[src/rtl/core/lidar_point_cluster_tracker_top_macros.svh]
// ---------------------------------------------------------------------------
// Lidar point cluster tracker assertion macros
// Shared concurrent assertion forms, clocked on clk and disabled in reset.
// ---------------------------------------------------------------------------
`ifndef LIDAR_POINT_CLUSTER_TRACKER_TOP_MACROS_SVH
`define LIDAR_POINT_CLUSTER_TRACKER_TOP_MACROS_SVH

// Consequent must hold in the same cycle as the antecedent.
`define LPCT_ASSERT_IMPL(lbl, ante, cons, msg) \
  lbl: assert property (@(posedge clk) disable iff (!rst_n) (ante) |-> (cons)) \
    else $error(msg);

// Consequent must hold in the cycle after the antecedent.
`define LPCT_ASSERT_NEXT(lbl, ante, cons, msg) \
  lbl: assert property (@(posedge clk) disable iff (!rst_n) (ante) |=> (cons)) \
    else $error(msg);

`endif

[src/rtl/core/lpct_pkg.sv]
`timescale 1ns / 1ps
// ---------------------------------------------------------------------------
// Lidar point cluster tracker package
// Sizes, request codes, sequencer states and the structs between modules.
// ---------------------------------------------------------------------------
package lpct_pkg;

  // Slot table size.
  localparam int SLOTS  = 16;
  localparam int SLOT_W = (SLOTS > 1) ? $clog2(SLOTS) : 1;

  // Field widths.
  localparam int OBS_W  = 12;
  localparam int CNT_W  = 16;
  localparam int TIME_W = 32;
  localparam int POS_W  = 16;

  // Arithmetic widths: 18x18 signed multiplier, 33-bit numerator,
  // 32-bit magnitude, 17-bit divisor, 16 quotient bits.
  localparam int MUL_W     = 18;
  localparam int PROD_W    = 2 * MUL_W;
  localparam int DIST_W    = 34;
  localparam int LIM2_W    = 28;
  localparam int NUM_W     = 33;
  localparam int MAG_W     = 32;
  localparam int DVS_W     = 17;
  localparam int DIV_STEPS = 16;
  localparam int STEP_W    = $clog2(DIV_STEPS + 1);

  localparam logic [OBS_W-1:0] OBS_RESET = 12'd200;
  localparam logic [CNT_W-1:0] CNT_MAX   = '1;

  // Request codes.
  localparam logic [1:0] FUNC_ADD    = 2'd0;
  localparam logic [1:0] FUNC_CLEAR  = 2'd1;
  localparam logic [1:0] FUNC_REPORT = 2'd2;

  // Sequencer states.
  typedef enum logic [3:0] {
    S_IDLE,
    S_LIM,
    S_DX,
    S_DY,
    S_CMP,
    S_MUL,
    S_ADD,
    S_ABS,
    S_DIV,
    S_REP,
    S_RES
  } state_t;

  // One cluster slot.
  typedef struct packed {
    logic        [CNT_W-1:0]  cnt;
    logic        [TIME_W-1:0] tstamp;
    logic signed [POS_W-1:0]  mean_x;
    logic signed [POS_W-1:0]  mean_y;
  } slot_t;

  // Slot store write request.
  typedef struct packed {
    logic              clear;
    logic [SLOT_W-1:0] idx;
    logic              we_cnt;
    logic              we_time;
    logic              we_mx;
    logic              we_my;
    slot_t             data;
  } slot_wr_t;

  // Divider request and response.
  typedef struct packed {
    logic             start;
    logic [MAG_W-1:0] dividend;
    logic [DVS_W-1:0] divisor;
  } div_req_t;

  typedef struct packed {
    logic                 done;
    logic [DIV_STEPS-1:0] quot;
  } div_rsp_t;

endpackage

[src/rtl/core/lpct_slot_store.sv]
`timescale 1ns / 1ps
// ---------------------------------------------------------------------------
// Lidar point cluster tracker slot store
// Register file of cluster slots with one read port and a whole-table clear.
// ---------------------------------------------------------------------------
module lpct_slot_store (
  input  logic                      clk,
  input  logic                      rst_n,
  input  lpct_pkg::slot_wr_t        wr,
  input  logic [lpct_pkg::SLOT_W-1:0] rd_idx,
  output lpct_pkg::slot_t           rd
);
  import lpct_pkg::*;

  logic        [CNT_W-1:0]  cnt_r  [SLOTS];
  logic        [TIME_W-1:0] time_r [SLOTS];
  logic signed [POS_W-1:0]  mx_r   [SLOTS];
  logic signed [POS_W-1:0]  my_r   [SLOTS];

  // Reset and the clear request empty every slot; otherwise write by field.
  always_ff @(posedge clk) begin
    if (!rst_n || wr.clear) begin
      for (int i = 0; i < SLOTS; i++) begin
        cnt_r[i]  <= '0;
        time_r[i] <= '0;
        mx_r[i]   <= '0;
        my_r[i]   <= '0;
      end
    end else begin
      if (wr.we_cnt)  cnt_r[wr.idx]  <= wr.data.cnt;
      if (wr.we_time) time_r[wr.idx] <= wr.data.tstamp;
      if (wr.we_mx)   mx_r[wr.idx]   <= wr.data.mean_x;
      if (wr.we_my)   my_r[wr.idx]   <= wr.data.mean_y;
    end
  end

  // Single read port.
  always_comb begin
    rd.cnt    = cnt_r[rd_idx];
    rd.tstamp = time_r[rd_idx];
    rd.mean_x = mx_r[rd_idx];
    rd.mean_y = my_r[rd_idx];
  end

endmodule

[config.mk]
export PLATFORM = sky130hd
export DESIGN_NAME = lpct_slot_store
export DESIGN_NICKNAME = d
export VERILOG_FILES = /design/src/rtl/core/lidar_point_cluster_tracker_top_macros.svh /design/src/rtl/core/lpct_pkg.sv /design/src/rtl/core/lpct_slot_store.sv
export SDC_FILE = /design/constraint.sdc
export NUM_CORES = 2
export LEC_CHECK = 0
export BUFFER_PORTS_ARGS = -buffer_cell sky130_fd_sc_hd__buf_2
export CAP_MARGIN = 20
export CELL_PAD_IN_SITES_DETAIL_PLACEMENT = 2
export CELL_PAD_IN_SITES_GLOBAL_PLACEMENT = 2
export CORE_ASPECT_RATIO = 0.7
export CORE_MARGIN = 1.5
export CORE_UTILIZATION = 41
export CTS_CLUSTER_DIAMETER = 150
export DETAILED_ROUTE_END_ITERATION = 10
export PLACE_DENSITY_LB_ADDON = 0.1
export SYNTH_ARGS = -nofsm -noshare
export SYNTH_HDL_FRONTEND = slang
export SYNTH_SLANG_ARGS = --single-unit
export TNS_END_PERCENT = 10
[constraint.sdc]
create_clock -name clk -period 3.93 [get_ports clk]
set_input_delay 0.393 -clock clk [delete_from_list [all_inputs] [get_ports clk]]
set_output_delay 0.393 -clock clk [all_outputs]
set_load 0.03 [all_outputs]
==> flow_metrics.env <==
export IMPL_status="finished clean"
export IMPL_final_hold_viol_count=0
export IMPL_holdPathStages=2
export IMPL_firstDrtPassIters=5
export IMPL_yosysTopAreaCellShare_pct=70.3
export IMPL_slew_headroom_pct=24.2
export IMPL_synth_area_um2=54700
export IMPL_hpwl_um=115000
export IMPL_grt_use_met2_pct=47.3
export IMPL_cts_root_buffer="clkbuf_16"
export IMPL_core_region_area_um2=132000
export IMPL_vias=34300
export IMPL_grt_first_pass_wirelength_um=278000
export IMPL_seq_area_frac_synth_pct=70.3
export IMPL_fin_nets=3929
export IMPL_drtIter0Drc=3835
export IMPL_die_h_um=309
export IMPL_grt_use_total_pct=28.9
export IMPL_fin_crit_sh_pct=75.9
export IMPL_cts_setup_buffers=0
export IMPL_critPathKind="in -> out"
export IMPL_irDropWorstVdd_mv=0.516
export IMPL_hold_class="in -> reg"
export IMPL_p_leak_nw=22.2
export IMPL_post_synth_top_area_cell="edfxtp_1"
export IMPL_core_rowCount=111
export IMPL_busiest_layer="met2"
export IMPL_postRouteAntennaNets=0
export IMPL_syn_area_per_cell_um2=14.9
export IMPL_viasPerCell=6.04
export IMPL_max_cap_violations=0
export IMPL_globalplace_congestion=0.769
export IMPL_p_per_area_nw_per_um2=491
export IMPL_drive_above_1_share_pct=22.6
export IMPL_clkTransAtPathRegs_ns=0.06
export IMPL_grt_overflow=0
export IMPL_grt_max_degree=81
export IMPL_clkSinkCount=1280
export IMPL_synth_cells=3659
export IMPL_dieArea_um2=136000
export IMPL_cts_htree_levels=4
export IMPL_maxSlewViolCount=0
export IMPL_setup_viol_count_final=0
export IMPL_grt_pass1_vias=37400
export IMPL_finalSetupTns_ns=0
export IMPL_cts_tree="built"
export IMPL_end_kind="primary output"
export IMPL_io_pins=175
export IMPL_fin_util_pct=47.8
export IMPL_hp_start="wr[31]"
export IMPL_wl_per_cell_um=34.1
export IMPL_rsz0062_at_grt="no"
export IMPL_clk_path_buf_depth=3
export IMPL_hold_slack_ns=0.0620
export IMPL_final_period_minus_worst_setup_slack_ns=2.98
export IMPL_nFillCells=12300
export IMPL_synth_nets=3754
export IMPL_synth_area_leaders="edfxtp_1, mux4_2, nor2_1, a22oi_1, clkbuf_1"
export IMPL_port_buffers=174
export IMPL_start_util_pct=41.5
export IMPL_cp_required_ns=3.54
export IMPL_ys_ff_latch=1280
export IMPL_numCtsBuffers=133
export IMPL_worstSetupStartpointType="input pin"
export IMPL_ys_warn_count=0
export IMPL_die_w_um=439
export IMPL_worstMarginPinSlew_ns=1.14
export IMPL_critical_path_max_fanout=27
export IMPL_wl_um=194000
export IMPL_max_freq_mhz=335
export IMPL_hold_end="mx_r[7][15]"
export IMPL_use_met3_pct=3.45
export IMPL_use_met1_pct=41.2
export IMPL_worstPathArrival_ns=2.59
export IMPL_route_detailed_drc=0
export IMPL_antenna_found_initial=8
export IMPL_synth_cell_types=22
export IMPL_synthToLayoutAreaGrowth_pct=15.2
[state kept, by name, summed over array words and instances, names as in the netlist]
register  flops
time_r      512
my_r        256
cnt_r       256
mx_r        256
[layer usage]
| layer | wire [um] | up-vias | share of wire (%) |
|---|---|---|---|
| li1 | - | 13800 | - |
| met1 | 83400 | 18900 | 43 |
| met2 | 94600 | 1335 | 49 |
| met3 | 11600 | 243 | 6.0 |
| met4 | 4230 | 0 | 2.2 |
| met5 | 0 | - | 0 |
[worst max path at each step]
stage	from	slack [ns]	to	cells past startpoint
finish	rd_idx[0]	0.95	rd[22]	7
global placement	rd_idx[0]	0.94	rd[65]	7
CTS	rd_idx[0]	0.92	rd[22]	7
global route	rd_idx[0]	0.82	rd[22]	7
detailed placement	wr[84]	0.88	my_r[1][14]	5
floorplan	wr[84]	0.07	time_r[13][0]	5
[synth_stat cells]
master	number
buf_2	36
or4b_1	1
and2_1	145
and3b_1	4
clkbuf_1	260
buf_6	6
o21ai_0	64
nand4_1	1
buf_4	24
edfxtp_1	1280
nand3_1	5
mux4_2	320
nand3b_1	1
nor2b_1	10
nor2_4	1
nand2_1	167
nand4b_1	1
a22oi_1	160
inv_1	4
buf_1	26
nor2_1	1142
nand4bb_1	1
[layout make-up]
type | instances | area (um2) | area share (%)
Antenna cell | 1 | 2.50 | 0.00397
Inverter | 4 | 15.0 | 0.0238
Clock inverter | 61 | 458 | 0.727
Tap cell | 1751 | 2190 | 3.48
Multi-Input combinational cell | 2023 | 15200 | 24.1
Timing Repair Buffer | 392 | 3110 | 4.93
Clock buffer | 176 | 3570 | 5.68
Sequential cell | 1280 | 38400 | 61.0
[cell usage in the layout, fill, tap and decap left out, types with 16 or more instances in the layout]
cell	instances
mux4_2	320
nand2_1	160
buf_2	172
clkbuf_16	137
o21ai_1	17
o21ai_2	31
a22oi_1	160
clkinv_1	28
buf_4	122
and2_1	144
dlygate4sd3_1	63
edfxtp_1	1280
buf_12	32
o21ai_4	16
nor2_1	1141
clkbuf_1	39
[stage by stage]
stage          cells  instance area (um2)  power [mW]  setup WS (ns)
4_1_cts         5687                63000        31.1          0.923
3_3_place_gp    5386                58300        18.8          0.937
3_5_place_dp    5387                58300        18.9          0.880
6_report        5688                63000        30.9          0.947
2_1_floorplan   3659                54700        17.6         0.0715
5_1_grt         5687                63000        31.7          0.820
[critical path: stages]
cell,delay (ns)
buf_8,0.30
buf_12,0.32
buf_4,0.26
mux4_2,0.54
a22oi_1,0.24
nand2_1,0.22
buf_2,0.24
[kinds of logic after synthesis]
family	count (synthesis)	synth area share [%]
muxes	320	13.2
buffers and inverters	356	2.77
and+or+nand+nor	1479	11.0
DFF	1280	70.3
AOI/OAI and AO/OA	224	2.78
[where the power goes]
part | internal, mW | switching [mW]
logic | 0.893 | 1.78
registers | 15.7 | 0.246
clock network | 6.74 | 5.52
[what timing repair did]
item / CTS / global route
hold endpoints to repair: 142 / 0
hold buffers: 63 / 0
resized for setup: 0 / 0
Power figures use the tool's default switching activity.
