<file path="src/rtl/core/lidar_point_cluster_tracker_top_macros.svh">
// ---------------------------------------------------------------------------
// Lidar point cluster tracker assertion macros
// Shared concurrent assertion forms, clocked on clk and disabled in reset.
// ---------------------------------------------------------------------------
`ifndef LIDAR_POINT_CLUSTER_TRACKER_TOP_MACROS_SVH
`define LIDAR_POINT_CLUSTER_TRACKER_TOP_MACROS_SVH

// Consequent must hold in the same cycle as the antecedent.
`define LPCT_ASSERT_IMPL(lbl, ante, cons, msg) \
  lbl: assert property (@(posedge clk) disable iff (!rst_n) (ante) |-> (cons)) \
    else $error(msg);

// Consequent must hold in the cycle after the antecedent.
`define LPCT_ASSERT_NEXT(lbl, ante, cons, msg) \
  lbl: assert property (@(posedge clk) disable iff (!rst_n) (ante) |=> (cons)) \
    else $error(msg);

`endif

</file>
<file path="src/rtl/core/lpct_pkg.sv">
`timescale 1ns / 1ps
// ---------------------------------------------------------------------------
// Lidar point cluster tracker package
// Sizes, request codes, sequencer states and the structs between modules.
// ---------------------------------------------------------------------------
package lpct_pkg;

  // Slot table size.
  localparam int SLOTS  = 16;
  localparam int SLOT_W = (SLOTS > 1) ? $clog2(SLOTS) : 1;

  // Field widths.
  localparam int OBS_W  = 12;
  localparam int CNT_W  = 16;
  localparam int TIME_W = 32;
  localparam int POS_W  = 16;

  // Arithmetic widths: 18x18 signed multiplier, 33-bit numerator,
  // 32-bit magnitude, 17-bit divisor, 16 quotient bits.
  localparam int MUL_W     = 18;
  localparam int PROD_W    = 2 * MUL_W;
  localparam int DIST_W    = 34;
  localparam int LIM2_W    = 28;
  localparam int NUM_W     = 33;
  localparam int MAG_W     = 32;
  localparam int DVS_W     = 17;
  localparam int DIV_STEPS = 16;
  localparam int STEP_W    = $clog2(DIV_STEPS + 1);

  localparam logic [OBS_W-1:0] OBS_RESET = 12'd200;
  localparam logic [CNT_W-1:0] CNT_MAX   = '1;

  // Request codes.
  localparam logic [1:0] FUNC_ADD    = 2'd0;
  localparam logic [1:0] FUNC_CLEAR  = 2'd1;
  localparam logic [1:0] FUNC_REPORT = 2'd2;

  // Sequencer states.
  typedef enum logic [3:0] {
    S_IDLE,
    S_LIM,
    S_DX,
    S_DY,
    S_CMP,
    S_MUL,
    S_ADD,
    S_ABS,
    S_DIV,
    S_REP,
    S_RES
  } state_t;

  // One cluster slot.
  typedef struct packed {
    logic        [CNT_W-1:0]  cnt;
    logic        [TIME_W-1:0] tstamp;
    logic signed [POS_W-1:0]  mean_x;
    logic signed [POS_W-1:0]  mean_y;
  } slot_t;

  // Slot store write request.
  typedef struct packed {
    logic              clear;
    logic [SLOT_W-1:0] idx;
    logic              we_cnt;
    logic              we_time;
    logic              we_mx;
    logic              we_my;
    slot_t             data;
  } slot_wr_t;

  // Divider request and response.
  typedef struct packed {
    logic             start;
    logic [MAG_W-1:0] dividend;
    logic [DVS_W-1:0] divisor;
  } div_req_t;

  typedef struct packed {
    logic                 done;
    logic [DIV_STEPS-1:0] quot;
  } div_rsp_t;

endpackage

</file>
<file path="src/rtl/core/lpct_divider.sv">
`timescale 1ns / 1ps
// ---------------------------------------------------------------------------
// Lidar point cluster tracker divider
// Restoring unsigned divider giving one quotient bit per cycle.
// ---------------------------------------------------------------------------
module lpct_divider (
  input  logic               clk,
  input  logic               rst_n,
  input  lpct_pkg::div_req_t req,
  output lpct_pkg::div_rsp_t rsp
);
  import lpct_pkg::*;

  logic [MAG_W-1:0]     rem_r, rem_nxt;
  logic [MAG_W-1:0]     dsh_r, dsh_nxt;
  logic [DIV_STEPS-1:0] quot_r, quot_nxt;
  logic [STEP_W-1:0]    step_r, step_nxt;
  logic                 run_r, run_nxt;
  logic                 done_r, done_nxt;
  logic                 ge;

  // The quotient is known to fit in DIV_STEPS bits, so the divisor starts
  // shifted up by DIV_STEPS-1 places and walks down one place a cycle.
  always_comb begin
    ge       = (rem_r >= dsh_r);
    rem_nxt  = rem_r;
    dsh_nxt  = dsh_r;
    quot_nxt = quot_r;
    step_nxt = step_r;
    run_nxt  = run_r;
    done_nxt = 1'b0;
    if (req.start) begin
      rem_nxt  = req.dividend;
      dsh_nxt  = {req.divisor, {(DIV_STEPS-1){1'b0}}};
      quot_nxt = '0;
      step_nxt = STEP_W'(DIV_STEPS);
      run_nxt  = 1'b1;
    end else if (run_r) begin
      if (ge) rem_nxt = rem_r - dsh_r;
      quot_nxt = {quot_r[DIV_STEPS-2:0], ge};
      dsh_nxt  = dsh_r >> 1;
      step_nxt = step_r - STEP_W'(1);
      if (step_r == STEP_W'(1)) begin
        run_nxt  = 1'b0;
        done_nxt = 1'b1;
      end
    end
  end

  // Control state is reset; the datapath needs none.
  always_ff @(posedge clk) begin
    if (!rst_n) begin
      run_r  <= 1'b0;
      done_r <= 1'b0;
      step_r <= '0;
    end else begin
      run_r  <= run_nxt;
      done_r <= done_nxt;
      step_r <= step_nxt;
    end
    rem_r  <= rem_nxt;
    dsh_r  <= dsh_nxt;
    quot_r <= quot_nxt;
  end

  assign rsp.done = done_r;
  assign rsp.quot = quot_r;

endmodule

</file>
<file path="config.mk">
export PLATFORM = sky130hd
export DESIGN_NAME = lpct_divider
export DESIGN_NICKNAME = d
export VERILOG_FILES = /design/src/rtl/core/lidar_point_cluster_tracker_top_macros.svh /design/src/rtl/core/lpct_pkg.sv /design/src/rtl/core/lpct_divider.sv
export SDC_FILE = /design/constraint.sdc
export NUM_CORES = 1
export LEC_CHECK = 0
export BUFFER_PORTS_ARGS = -buffer_cell sky130_fd_sc_hd__buf_2
export CAP_MARGIN = 30
export CORE_UTILIZATION = 55
export CTS_BUF_LIST = sky130_fd_sc_hd__clkbuf_4 sky130_fd_sc_hd__clkbuf_8
export CTS_CLUSTER_DIAMETER = 150
export DETAILED_ROUTE_END_ITERATION = 6
export PLACE_DENSITY = 0.86
export SYNTH_ARGS = -nofsm -noshare
export SYNTH_HDL_FRONTEND = slang
export SYNTH_SLANG_ARGS = --single-unit
export TNS_END_PERCENT = 1
</file>
<file path="constraint.sdc">
create_clock -name clk -period 2.75 [get_ports clk]
set_clock_uncertainty 0.1 [all_clocks]
set_input_delay 0 -clock clk [delete_from_list [all_inputs] [get_ports clk]]
set_output_delay 0 -clock clk [all_outputs]
set_load 0.005 [all_outputs]
</file>
==> results_dict.tcl <==
set metrics [dict create \
    crit_type "flop to flop" \
    rsz0062_at_grt "true" \
    cp-start-kind "flop" \
    clk_pin_slew_ps 90 \
    cts_inserted_buffers 9 \
    grt_pass1_vias 4826 \
    final_hold_viol_count 0 \
    synth_cell_types 65 \
    p_leak_uw 0.00283 \
    die_x_um 102 \
    diodes 0 \
    antenna_left 0 \
    yosys_warnings 0 \
    violations "setup timing" \
    dr.pass1.iters 5 \
    fin_ws_ps -26.0 \
    cp_max_fo 6 \
    max_slew_margin_pct 43.8 \
    grtUsageTotal_pct 28.3 \
    antenna_found_initial 0 \
    worstMarginPinSlew_ps 840 \
    whs_ps 42.0 \
    ys_seq_elements 87 \
    drive_above_1_share_pct 19.7 \
    p_per_area_nw_per_um2 839 \
    vias 4995 \
    initial_core_util_pct 57.8 \
    fin_nets 812 \
    dp_cells 788 \
    yosysSeqAreaShare_pct 41.0 \
    die_h_um 102 \
    dpl_cell_area_um2 6010 \
    max_freq_mhz 360 \
    clkLatencyLatePin_ps 370 \
    preCtsSetupSlack_ps -94.0 \
    syn_nets 687 \
    drv_cap 0 \
    cts_max_path_buffers 2 \
    wl_um 14400 \
    io-pin-count 69 \
    period_share_pct 101 \
    grt_max_degree 45 \
    clkSinkCount 87 \
    fillers 651 \
    placementRows 35 \
    ys.flop_type "edfxtp_1" \
    initialDrtViolationCount 409 \
    postSynthAreaPerCell_um2 9.08 \
    final_cells 859 \
    cts_root_buffer "clkbuf_8" \
    multiInputGateArea_um2 2970 \
    regArea_um2 2240 \
    dieArea_um2 10300 \
    final.min_clock_period_ps 2780 \
    crit_arrival_ps 2810 \
    post-route-drc-count 0 \
    areaGrowthSynthToFinish_pct 26.3 \
    port_buffers 68 \
    fin_setup_tns_ps -404 \
    grt_pass1_wl_um 22500 \
    core_area_um2 9420 \
    hpwl_um 9360 \
    setup_viol 22 \
    htree_num_levels 3 \
    async_reset_ff_share_pct 0 \
    peakVddDrop_v 0.000387 \
    syn_area_um2 5450 \
    stdcell_area_um2 6880 \
    synth-edff-count 49 \
    min_path_type "input port to flop" \
    slew_violations 0 \
    grt_overflow 0 \
    viasPerCell 5.81 \
    place.gp.congestion 0.950 \
    wl_per_cell_um 16.8 \
    outcome "complete, but fails checks" \
    required_ps 2780 \
    critPathCaptureType "flop" \
    cts_tree "done" \
    netlist_instances 600 \
]
-- final timing paths --
path | start | endpoint | slack [ps] | cells past startpoint
max | rem_r[0]$_DFFE_PP_ | rem_r[24]$_DFFE_PP_ | -30 | 12
min reg2reg | quot_r[0]$_SDFFE_PP0P_ | quot_r[0]$_SDFFE_PP0P_ | 400 | 2
max reg2reg | rem_r[0]$_DFFE_PP_ | rem_r[24]$_DFFE_PP_ | -30 | 12
min | req[40] | rem_r[23]$_DFFE_PP_ | 40 | 3
-- power by group --
part           leakage [uW]  internal [uW]  switching, uW
clock              0.000125            623            512
combinational       0.00190           1230           1650
sequential         0.000807           1660           92.8
-- flip-flops by register name, indices dropped and copies added (netlist names) --
name	count
rem_r	32
dsh_r	32
run_r	1
step_r	5
quot_r	16
done_r	1
-- cell type report --
class	instances	area share (%)
multi-input cells	436	43.2
flip-flops and latches	87	32.5
repair buffers	147	16.0
inverters	44	2.40
well taps	129	2.35
clock buffers	10	1.91
clock inverters	6	1.69
-- timing repair --
action                                  in CTS  in global routing
gates cloned                                 0                  2
buffers inserted                             0                  3
hold endpoints to repair                    86                  0
resized for setup                            3                 15
pin swaps                                    1                  8
endpoints found under the setup margin      39                 45
hold buffers                                50                  0
-- cell usage in the layout (no fill, tap or decap), types with 3 or more instances in the layout --
master and instances:
a21o_1 4, a21oi_1 36, a21oi_2 7, a31oi_1 5
buf_2 67, buf_4 26, bufinv_16 3, clkbuf_8 9
dfxtp_1 35, dfxtp_2 3, dlygate4sd3_1 50, edfxtp_1 49
ha_1 32, inv_1 41, mux2_2 3, mux2i_1 31
nand2_1 67, nand3_1 5, nand4_1 10, nor2_1 56
nor2b_1 7, nor3_1 12, nor4_1 5, o211ai_1 7
o21a_1 5, o21ai_0 33, o21ai_1 13, o21bai_1 5
o31ai_1 15, xnor2_1 18, xor2_1 11
-- through the flow --
step / util, % / power, uW
floorplan: - / 3700
global placement: 63.8 / 4340
detailed placement: 63.8 / 4390
CTS: 71.9 / 5590
global route: 73.1 / 6090
finish: 73.1 / 5770
-- worst max-delay path, cell delays in order, from the launching register on --
cell	delay, ps
edfxtp_1	410
inv_2	90
ha_4	140
inv_2	40
fa_2	360
a21o_1	220
a21oi_2	240
nor3_2	70
o21ai_1	150
a31oi_1	90
o21ai_1	200
nand2_2	170
clkbuf_16	250
-- synthesized netlist by cell type, types with 3 or more instances --
library cell	n	area, um^2
xor2_1	11	96.3
o31ai_1	15	113
a21oi_1	40	200
clkbuf_1	18	67.6
a21oi_2	3	26.3
nor4_1	5	31.3
buf_2	4	20.0
inv_1	43	161
buf_1	9	33.8
dfxtp_1	38	761
o21ai_0	36	180
xnor2_1	18	158
nor2b_1	7	43.8
o21a_1	5	37.5
nand2_1	68	255
nor3_1	13	65.1
nand3_1	5	25.0
o21ai_1	10	50.1
ha_1	34	425
nor2_1	56	210
edfxtp_1	49	1470
o211ai_1	7	52.6
nand4_1	10	62.6
mux2i_1	31	310
a31oi_1	5	31.3
mux2_2	3	33.8
a21o_1	4	30.0
o21bai_1	5	37.5
-- logic make-up after synthesis --
group / count (synthesis) / share of synthesized area (%)
flip-flops: 87 / 41.0
adder cells (fa/ha/maj): 35 / 8.18
AO/OA/AOI/OAI: 160 / 19.5
multiplexers: 36 / 6.80
AND/OR/NAND/NOR: 176 / 14.4
buffers and inverters: 77 / 5.54
XOR/XNOR: 29 / 4.66
-- per-layer routing --
layer  global-route usage [%]  wire length, um  part of all wire, %
met5                        0                0                    0
met4                     13.2              520                  3.6
met3                     3.11              791                  5.5
met2                     49.9             6980                   48
met1                     34.8             6140                   43
Power figures use the tool's default switching activity.
