`src/rtl/core/lidar_point_cluster_tracker_top_macros.svh`:
```
// ---------------------------------------------------------------------------
// Lidar point cluster tracker assertion macros
// Shared concurrent assertion forms, clocked on clk and disabled in reset.
// ---------------------------------------------------------------------------
`ifndef LIDAR_POINT_CLUSTER_TRACKER_TOP_MACROS_SVH
`define LIDAR_POINT_CLUSTER_TRACKER_TOP_MACROS_SVH

// Consequent must hold in the same cycle as the antecedent.
`define LPCT_ASSERT_IMPL(lbl, ante, cons, msg) \
  lbl: assert property (@(posedge clk) disable iff (!rst_n) (ante) |-> (cons)) \
    else $error(msg);

// Consequent must hold in the cycle after the antecedent.
`define LPCT_ASSERT_NEXT(lbl, ante, cons, msg) \
  lbl: assert property (@(posedge clk) disable iff (!rst_n) (ante) |=> (cons)) \
    else $error(msg);

`endif

```
`src/rtl/core/lpct_pkg.sv`:
```
`timescale 1ns / 1ps
// ---------------------------------------------------------------------------
// Lidar point cluster tracker package
// Sizes, request codes, sequencer states and the structs between modules.
// ---------------------------------------------------------------------------
package lpct_pkg;

  // Slot table size.
  localparam int SLOTS  = 16;
  localparam int SLOT_W = (SLOTS > 1) ? $clog2(SLOTS) : 1;

  // Field widths.
  localparam int OBS_W  = 12;
  localparam int CNT_W  = 16;
  localparam int TIME_W = 32;
  localparam int POS_W  = 16;

  // Arithmetic widths: 18x18 signed multiplier, 33-bit numerator,
  // 32-bit magnitude, 17-bit divisor, 16 quotient bits.
  localparam int MUL_W     = 18;
  localparam int PROD_W    = 2 * MUL_W;
  localparam int DIST_W    = 34;
  localparam int LIM2_W    = 28;
  localparam int NUM_W     = 33;
  localparam int MAG_W     = 32;
  localparam int DVS_W     = 17;
  localparam int DIV_STEPS = 16;
  localparam int STEP_W    = $clog2(DIV_STEPS + 1);

  localparam logic [OBS_W-1:0] OBS_RESET = 12'd200;
  localparam logic [CNT_W-1:0] CNT_MAX   = '1;

  // Request codes.
  localparam logic [1:0] FUNC_ADD    = 2'd0;
  localparam logic [1:0] FUNC_CLEAR  = 2'd1;
  localparam logic [1:0] FUNC_REPORT = 2'd2;

  // Sequencer states.
  typedef enum logic [3:0] {
    S_IDLE,
    S_LIM,
    S_DX,
    S_DY,
    S_CMP,
    S_MUL,
    S_ADD,
    S_ABS,
    S_DIV,
    S_REP,
    S_RES
  } state_t;

  // One cluster slot.
  typedef struct packed {
    logic        [CNT_W-1:0]  cnt;
    logic        [TIME_W-1:0] tstamp;
    logic signed [POS_W-1:0]  mean_x;
    logic signed [POS_W-1:0]  mean_y;
  } slot_t;

  // Slot store write request.
  typedef struct packed {
    logic              clear;
    logic [SLOT_W-1:0] idx;
    logic              we_cnt;
    logic              we_time;
    logic              we_mx;
    logic              we_my;
    slot_t             data;
  } slot_wr_t;

  // Divider request and response.
  typedef struct packed {
    logic             start;
    logic [MAG_W-1:0] dividend;
    logic [DVS_W-1:0] divisor;
  } div_req_t;

  typedef struct packed {
    logic                 done;
    logic [DIV_STEPS-1:0] quot;
  } div_rsp_t;

endpackage

```
`src/rtl/core/lpct_ctrl.sv`:
```
`timescale 1ns / 1ps
`include "lidar_point_cluster_tracker_top_macros.svh"
// ---------------------------------------------------------------------------
// Lidar point cluster tracker sequencer
// Walks the slots with one shared multiplier and drives the divider.
// ---------------------------------------------------------------------------
module lpct_ctrl (
  input  logic                        clk,
  input  logic                        rst_n,
  input  logic                        start,
  input  logic [1:0]                  func,
  input  logic [lpct_pkg::TIME_W-1:0] sample_time_ms,
  input  logic signed [lpct_pkg::POS_W-1:0] sample_x_qmm,
  input  logic signed [lpct_pkg::POS_W-1:0] sample_y_qmm,
  input  logic [lpct_pkg::OBS_W-1:0]  join_dist_mm,
  output logic                        busy,
  output lpct_pkg::slot_wr_t          wr,
  output logic [lpct_pkg::SLOT_W-1:0] rd_idx,
  input  lpct_pkg::slot_t             rd,
  output lpct_pkg::div_req_t          div_req,
  input  lpct_pkg::div_rsp_t          div_rsp,
  output logic                        rep_fire
);
  import lpct_pkg::*;

  state_t                   state_r, state_nxt;
  logic [SLOT_W-1:0]        idx_r, idx_nxt;
  logic [SLOT_W-1:0]        best_r, best_nxt;
  logic [CNT_W-1:0]         most_r, most_nxt;
  logic [TIME_W-1:0]        t_r, t_nxt;
  logic signed [POS_W-1:0]  x_r, x_nxt;
  logic signed [POS_W-1:0]  y_r, y_nxt;
  logic [LIM2_W-1:0]        lim2_r, lim2_nxt;
  logic [DIST_W-1:0]        acc_r, acc_nxt;
  logic signed [NUM_W-1:0]  num_r, num_nxt;
  logic                     neg_r, neg_nxt;
  logic                     axis_r, axis_nxt;

  logic signed [POS_W:0]    dx, dy;
  logic signed [MUL_W-1:0]  mul_a, mul_b;
  logic signed [PROD_W-1:0] mul_p;
  logic signed [POS_W-1:0]  mean_sel, samp_sel, mean_new;
  logic                     last, join_hit;

  // Slot position minus sample position, axis selects, the end-of-table flag, the join test and the new mean.
  always_comb begin
    dx       = $signed({rd.mean_x[POS_W-1], rd.mean_x}) - $signed({x_r[POS_W-1], x_r});
    dy       = $signed({rd.mean_y[POS_W-1], rd.mean_y}) - $signed({y_r[POS_W-1], y_r});
    mean_sel = axis_r ? rd.mean_y : rd.mean_x;
    samp_sel = axis_r ? y_r : x_r;
    last     = (idx_r == SLOT_W'(SLOTS - 1));
    join_hit = (acc_r < {{(DIST_W-LIM2_W){1'b0}}, lim2_r});
    mean_new = neg_r ? POS_W'(-$signed({1'b0, div_rsp.quot}))
                     : $signed(div_rsp.quot);
  end

  // Shared multiplier: join limit squared, dx squared, dy squared, n*mean.
  always_comb begin
    mul_a = '0;
    mul_b = '0;
    case (state_r)
      S_LIM: begin
        mul_a = $signed({4'b0, join_dist_mm, 2'b0});
        mul_b = $signed({4'b0, join_dist_mm, 2'b0});
      end
      S_DX: begin
        mul_a = $signed({dx[POS_W], dx});
        mul_b = $signed({dx[POS_W], dx});
      end
      S_DY: begin
        mul_a = $signed({dy[POS_W], dy});
        mul_b = $signed({dy[POS_W], dy});
      end
      S_MUL: begin
        mul_a = $signed({2'b0, rd.cnt});
        mul_b = $signed({{(MUL_W-POS_W){mean_sel[POS_W-1]}}, mean_sel});
      end
      default: ;
    endcase
    mul_p = mul_a * mul_b;
  end

  // Next state.
  always_comb begin
    state_nxt = state_r;
    case (state_r)
      S_IDLE: begin
        if (start && func == FUNC_ADD)    state_nxt = S_LIM;
        if (start && func == FUNC_REPORT) state_nxt = S_REP;
      end
      S_LIM: state_nxt = S_DX;
      S_DX:  state_nxt = (rd.cnt == '0) ? S_IDLE : S_DY;
      S_DY:  state_nxt = S_CMP;
      S_CMP: begin
        if (join_hit)  state_nxt = S_MUL;
        else if (last) state_nxt = S_IDLE;
        else           state_nxt = S_DX;
      end
      S_MUL: state_nxt = S_ADD;
      S_ADD: state_nxt = S_ABS;
      S_ABS: state_nxt = S_DIV;
      S_DIV: begin
        if (div_rsp.done) state_nxt = axis_r ? S_IDLE : S_MUL;
      end
      S_REP: state_nxt = last ? S_RES : S_REP;
      S_RES: state_nxt = S_IDLE;
      default: state_nxt = S_IDLE;
    endcase
  end

  // Datapath registers.
  always_comb begin
    idx_nxt  = idx_r;
    best_nxt = best_r;
    most_nxt = most_r;
    t_nxt    = t_r;
    x_nxt    = x_r;
    y_nxt    = y_r;
    lim2_nxt = lim2_r;
    acc_nxt  = acc_r;
    num_nxt  = num_r;
    neg_nxt  = neg_r;
    axis_nxt = axis_r;
    case (state_r)
      S_IDLE: begin
        if (start) begin
          t_nxt    = sample_time_ms;
          x_nxt    = sample_x_qmm;
          y_nxt    = sample_y_qmm;
          idx_nxt  = '0;
          best_nxt = '0;
          most_nxt = '0;
          axis_nxt = 1'b0;
        end
      end
      S_LIM: lim2_nxt = mul_p[LIM2_W-1:0];
      S_DX:  acc_nxt  = mul_p[DIST_W-1:0];
      S_DY:  acc_nxt  = acc_r + mul_p[DIST_W-1:0];
      S_CMP: begin
        if (!join_hit && !last) idx_nxt = idx_r + SLOT_W'(1);
      end
      S_MUL: num_nxt = mul_p[NUM_W-1:0];
      S_ADD: num_nxt = num_r + $signed({{(NUM_W-POS_W){samp_sel[POS_W-1]}}, samp_sel});
      S_ABS: neg_nxt = num_r[NUM_W-1];
      S_DIV: begin
        if (div_rsp.done && !axis_r) axis_nxt = 1'b1;
      end
      S_REP: begin
        if (rd.cnt > most_r) begin
          most_nxt = rd.cnt;
          best_nxt = idx_r;
        end
        if (!last) idx_nxt = idx_r + SLOT_W'(1);
      end
      default: ;
    endcase
  end

  // Outputs: store writes, divider request, report strobe.
  always_comb begin
    busy     = (state_r != S_IDLE);
    rep_fire = (state_r == S_RES);
    rd_idx   = (state_r == S_RES) ? best_r : idx_r;
    wr       = '0;
    wr.idx   = idx_r;
    div_req  = '0;
    div_req.divisor = {1'b0, rd.cnt} + DVS_W'(1);
    div_req.dividend = num_r[NUM_W-1] ? MAG_W'(-num_r) : num_r[MAG_W-1:0];
    case (state_r)
      S_IDLE: wr.clear = start && (func == FUNC_CLEAR);
      S_DX: begin
        // An empty slot is seeded with the sample.
        if (rd.cnt == '0) begin
          wr.we_cnt      = 1'b1;
          wr.we_time     = 1'b1;
          wr.we_mx       = 1'b1;
          wr.we_my       = 1'b1;
          wr.data.cnt    = CNT_W'(1);
          wr.data.tstamp = t_r;
          wr.data.mean_x = x_r;
          wr.data.mean_y = y_r;
        end
      end
      S_ABS: div_req.start = 1'b1;
      S_DIV: begin
        // Write back each axis mean; count and time follow with the second.
        if (div_rsp.done) begin
          wr.we_mx       = !axis_r;
          wr.we_my       = axis_r;
          wr.we_cnt      = axis_r;
          wr.we_time     = axis_r;
          wr.data.mean_x = mean_new;
          wr.data.mean_y = mean_new;
          wr.data.cnt    = (rd.cnt == CNT_MAX) ? rd.cnt : rd.cnt + CNT_W'(1);
          wr.data.tstamp = (rd.tstamp < t_r) ? t_r : rd.tstamp;
        end
      end
      default: ;
    endcase
  end

  always_ff @(posedge clk) begin
    if (!rst_n) begin
      state_r <= S_IDLE;
      idx_r   <= '0;
      axis_r  <= 1'b0;
    end else begin
      state_r <= state_nxt;
      idx_r   <= idx_nxt;
      axis_r  <= axis_nxt;
    end
    best_r <= best_nxt;
    most_r <= most_nxt;
    t_r    <= t_nxt;
    x_r    <= x_nxt;
    y_r    <= y_nxt;
    lim2_r <= lim2_nxt;
    acc_r  <= acc_nxt;
    num_r  <= num_nxt;
    neg_r  <= neg_nxt;
  end

  // Checks on the sequencer.
  `LPCT_ASSERT_NEXT(a_add_starts, state_r == S_IDLE && start && func == FUNC_ADD, state_r == S_LIM, "add request did not start the slot walk")
  `LPCT_ASSERT_IMPL(a_join_nonempty, state_r == S_MUL, rd.cnt != '0, "joining an empty slot")
  `LPCT_ASSERT_IMPL(a_quot_range, state_r == S_DIV && div_rsp.done && !neg_r, !div_rsp.quot[DIV_STEPS-1], "mean quotient out of range")
  `LPCT_ASSERT_IMPL(a_done_in_div, div_rsp.done, state_r == S_DIV, "divider finished outside the divide state")

endmodule

```
`config.mk`:
```
export PLATFORM = sky130hd
export DESIGN_NAME = lpct_ctrl
export DESIGN_NICKNAME = d
export VERILOG_FILES = /design/src/rtl/core/lpct_pkg.sv /design/src/rtl/core/lpct_ctrl.sv
export VERILOG_INCLUDE_DIRS = /design/src /design/src/rtl/core
export SDC_FILE = /design/constraint.sdc
export NUM_CORES = 2
export LEC_CHECK = 0
export ABC_AREA = 1
export BUFFER_PORTS_ARGS = -buffer_cell sky130_fd_sc_hd__buf_2
export CAP_MARGIN = 20
export CORE_MARGIN = 3
export CORE_UTILIZATION = 40
export CTS_BUF_LIST = sky130_fd_sc_hd__clkbuf_2
export DETAILED_ROUTE_END_ITERATION = 10
export GPL_ROUTABILITY_DRIVEN = 0
export GPL_TIMING_DRIVEN = 0
export SLEW_MARGIN = 20
export SYNTH_ARGS = -nofsm -noshare
export SYNTH_HDL_FRONTEND = slang
export SYNTH_SLANG_ARGS = --single-unit
```
`constraint.sdc`:
```
create_clock -name clk -period 13.97 [get_ports clk]
set_input_delay 2.794 -clock clk [delete_from_list [all_inputs] [get_ports clk]]
set_output_delay 2.794 -clock clk [all_outputs]
set_load 0.02 [all_outputs]
```
==> impl_metrics.json <==
{
  "grt_pass1_vias": 26320,
  "wire_per_inst_um": 20.1,
  "synthesis.area_mm2": 0.0292,
  "core_mm2": 0.0719,
  "critPathCaptureType": "register",
  "post_cts_buffers": 0,
  "critPathBufInv": 11,
  "p_int_mw": 2.97,
  "synth_compound_area_share_pct": 11.8,
  "portBuffers": 322,
  "synth_fp_nets": 4635,
  "boundaryPins": 323,
  "avgViaCountPerCell": 5.25,
  "cp_common_cell": "inv_1",
  "first_pass_iters": 6,
  "synth-edff-count": 180,
  "power_leakage_nw": 16.6,
  "hold_path.class": "register to register",
  "die-height_um": 276,
  "fill_cells": 7395,
  "ys_types": 60,
  "start_util_pct": 40.6,
  "wl_mm": 105,
  "fmax_mhz": 81.4,
  "hold_buffers": 0,
  "antenna_found_initial": 13,
  "crit_arrival_ns": 13.13,
  "synth_flop_cell": "edfxtp_1",
  "track_usage_pct": 27.0,
  "dp_hpwl_mm": 89.8,
  "critPathTopFamily": "adder cells",
  "yosys_warnings": 0,
  "tns_ns": 0,
  "worst-setup-path-type": "input port to register",
  "cts_buffer_depth": 2,
  "cp_max_fo": 10,
  "drive_above_1_share_pct": 11.1,
  "crit_slowest_cell": "fa_1",
  "switching_share_pct": 59.3,
  "detail-route-antenna-nets": 0,
  "drc": 0,
  "final_common_cell": "nand2_1",
  "slowest_delay_ns": 0.79,
  "avgSynthCellArea_um2": 7.52,
  "synth_xor_area_share_pct": 3.33,
  "yosys-top-cells-area": "fa_1 21%, edfxtp_1 19%, ha_1 11%",
  "clkPwrFrac_pct": 3.8,
  "critPathLaunchType": "input port",
  "dieArea_mm2": 0.0763,
  "numCtsBuffers": 17,
  "slew_headroom_pct": 23.8,
  "worstMarginPinSlew_ns": 1.13,
  "synth_top_family_by_area": "adder cells",
  "grt-ovfl-total": 0,
  "power_density_mw_per_mm2": 225,
  "fin_crit_sh_pct": 87.9,
  "hold_viol_final": 0,
  "setup_viol": 0,
  "finalClockSkew_ns": 0.0805,
  "synth_area_leader_cell": "fa_1",
  "dieWidth_um": 276,
  "ir_worst_vdd_uv": 187,
  "cts_sinks": 189,
  "final_cell_mix": "874 x nand2_1, 791 x inv_1, 354 x buf_2",
  "finalNetCount": 4984,
  "grt_pass1_wl_mm": 159,
  "synth_mux_area_share_pct": 0.0343,
  "rsz0062_at_grt": "no",
  "yosysSeqAreaShare_pct": 19.1,
  "clock_latency_ns": 1.09,
  "synthSimpleGateAreaFrac_pct": 21.2,
  "fin_util_pct": 45.1,
  "power_frac_comb_pct": 81.5,
  "path_clk_slew_ns": 0.28,
  "yosys_register_bits": 189,
  "syn2layout_area_growth_pct": 11.1,
  "grt_max_degree": 38,
  "yosysTopAreaCellShare_pct": 21.3,
  "p_sw_mw": 4.33,
  "htree_levels": 4,
  "cts-root-buf": "clkbuf_2",
  "cts_tree": "done",
  "crit_required_ns": 14.81,
  "drtIter0Drc": 2333,
  "drv_cap": 0,
  "cts_resized": 0,
  "synth-async-reset-ratio_pct": 0,
  "status": "complete, no violations",
  "sequentialPowerShare_pct": 14.6,
  "synth_fa_ha_area_share_pct": 32.7,
  "min_period_ns": 12.29,
  "rows": 98,
  "syn_inst": 3881,
  "slew_violations": 0,
  "dr_total_vias": 27362
}
[worst paths after layout]
| check | cells after the start | slack (ns) | startpoint | end |
|---|---|---|---|---|
| max | 45 | 1.68 | rd[16] | acc_r[33] |
| max reg2reg | 40 | 2.73 | state_r[0] | acc_r[33] |
| min | 2 | 0.54 | idx_r[0] | idx_r[0] |
| min reg2reg | 2 | 0.54 | idx_r[0] | idx_r[0] |
[area by class of cell]
| class | instances | area, µm² | area share [%] |
|---|---|---|---|
| multi-input cells | 2792 | 20200 | 62.2 |
| inverters | 805 | 3020 | 9.32 |
| well taps | 950 | 1190 | 3.67 |
| flip-flops and latches | 189 | 5590 | 17.2 |
| plain buffers | 95 | 452 | 1.39 |
| repair buffers | 330 | 1780 | 5.48 |
| diodes | 15 | 37.5 | 0.116 |
| clock buffers | 17 | 85.1 | 0.262 |
| clock inverters | 14 | 111 | 0.343 |
[power groups by stage]
stage	Sequential (mW)	Combinational [mW]	Clock [mW]
final	1.07	5.96	0.281
after global routing	1.08	6.64	0.307
after CTS	1.07	5.93	0.292
after detailed placement	1.08	5.86	0
after global placement	1.10	5.81	0
after floorplan	1.07	4.04	0
[state kept, by name, indices dropped and copies added, names as in the netlist]
name     flops
y_r         16
acc_r       34
best_r       4
num_r       33
neg_r        1
idx_r        4
state_r      4
t_r         32
x_r         16
axis_r       1
lim2_r      28
most_r      16
[kinds of logic (layout without fill, tap and decap cells)]
logic type                 count (synthesis)  after routing
and+or+nand+nor                         1489           1489
DFF                                      189            189
adders and majority gates                576            576
muxes                                      1              1
AOI/OAI and AO/OA                        615            615
xor gates and xnor gates                 111            111
other                                      0             15
buffers and inverters                    900           1261
[synthesized netlist by cell type, types with 3 or more instances]
cell,instances
nor2_1,308
nor2_2,8
nand4_1,28
o211ai_1,6
buf_2,32
edfxtp_1,180
a211oi_1,8
buf_4,6
nand3b_1,12
or2_2,17
nor3_2,3
buf_6,3
xor2_1,75
o21ai_0,212
a21o_1,22
nand2_1,875
nor3_1,44
and3_1,5
o21bai_1,17
buf_1,7
o21bai_2,3
a21boi_0,4
o31ai_1,10
a21oi_1,243
nor4_1,10
inv_2,14
a31oi_1,12
o22ai_1,34
inv_1,791
o21ai_1,13
o21a_1,10
clkbuf_1,46
nand3_2,3
fa_1,311
ha_1,265
xnor2_1,36
nand3_1,163
o21ai_2,5
dfxtp_1,9
[layer usage]
metal  GRT usage [%]  vias to the layer above  part of all wire, %
met4            10.1                        2                  4.2
li1                -                    13024                    -
met2            43.7                     1158                   46
met5               0                        -                0.011
met1            36.3                    12988                   42
met3            4.78                      190                  7.9
[tightest hold or removal path: cells and delay by family (launching register included)]
family / cells / cell delay (ns)
flops: 1 / 0.42
compound gates: 1 / 0.05
simple gates: 1 / 0.08
[metrics by stage]
stage	hold WS, ns	cells	power [mW]	instance area, µm²	worst slack (ns)
final	0.543	5207	7.31	32400	1.68
after global routing	0.558	5203	8.03	32400	1.14
after CTS	0.538	5192	7.29	32400	1.91
after detailed placement	0.509	5161	6.94	32200	0.672
after global placement	0.505	5153	6.91	32000	0.633
after floorplan	0.472	3881	5.11	29200	2.90
Power figures use the tool's default switching activity.
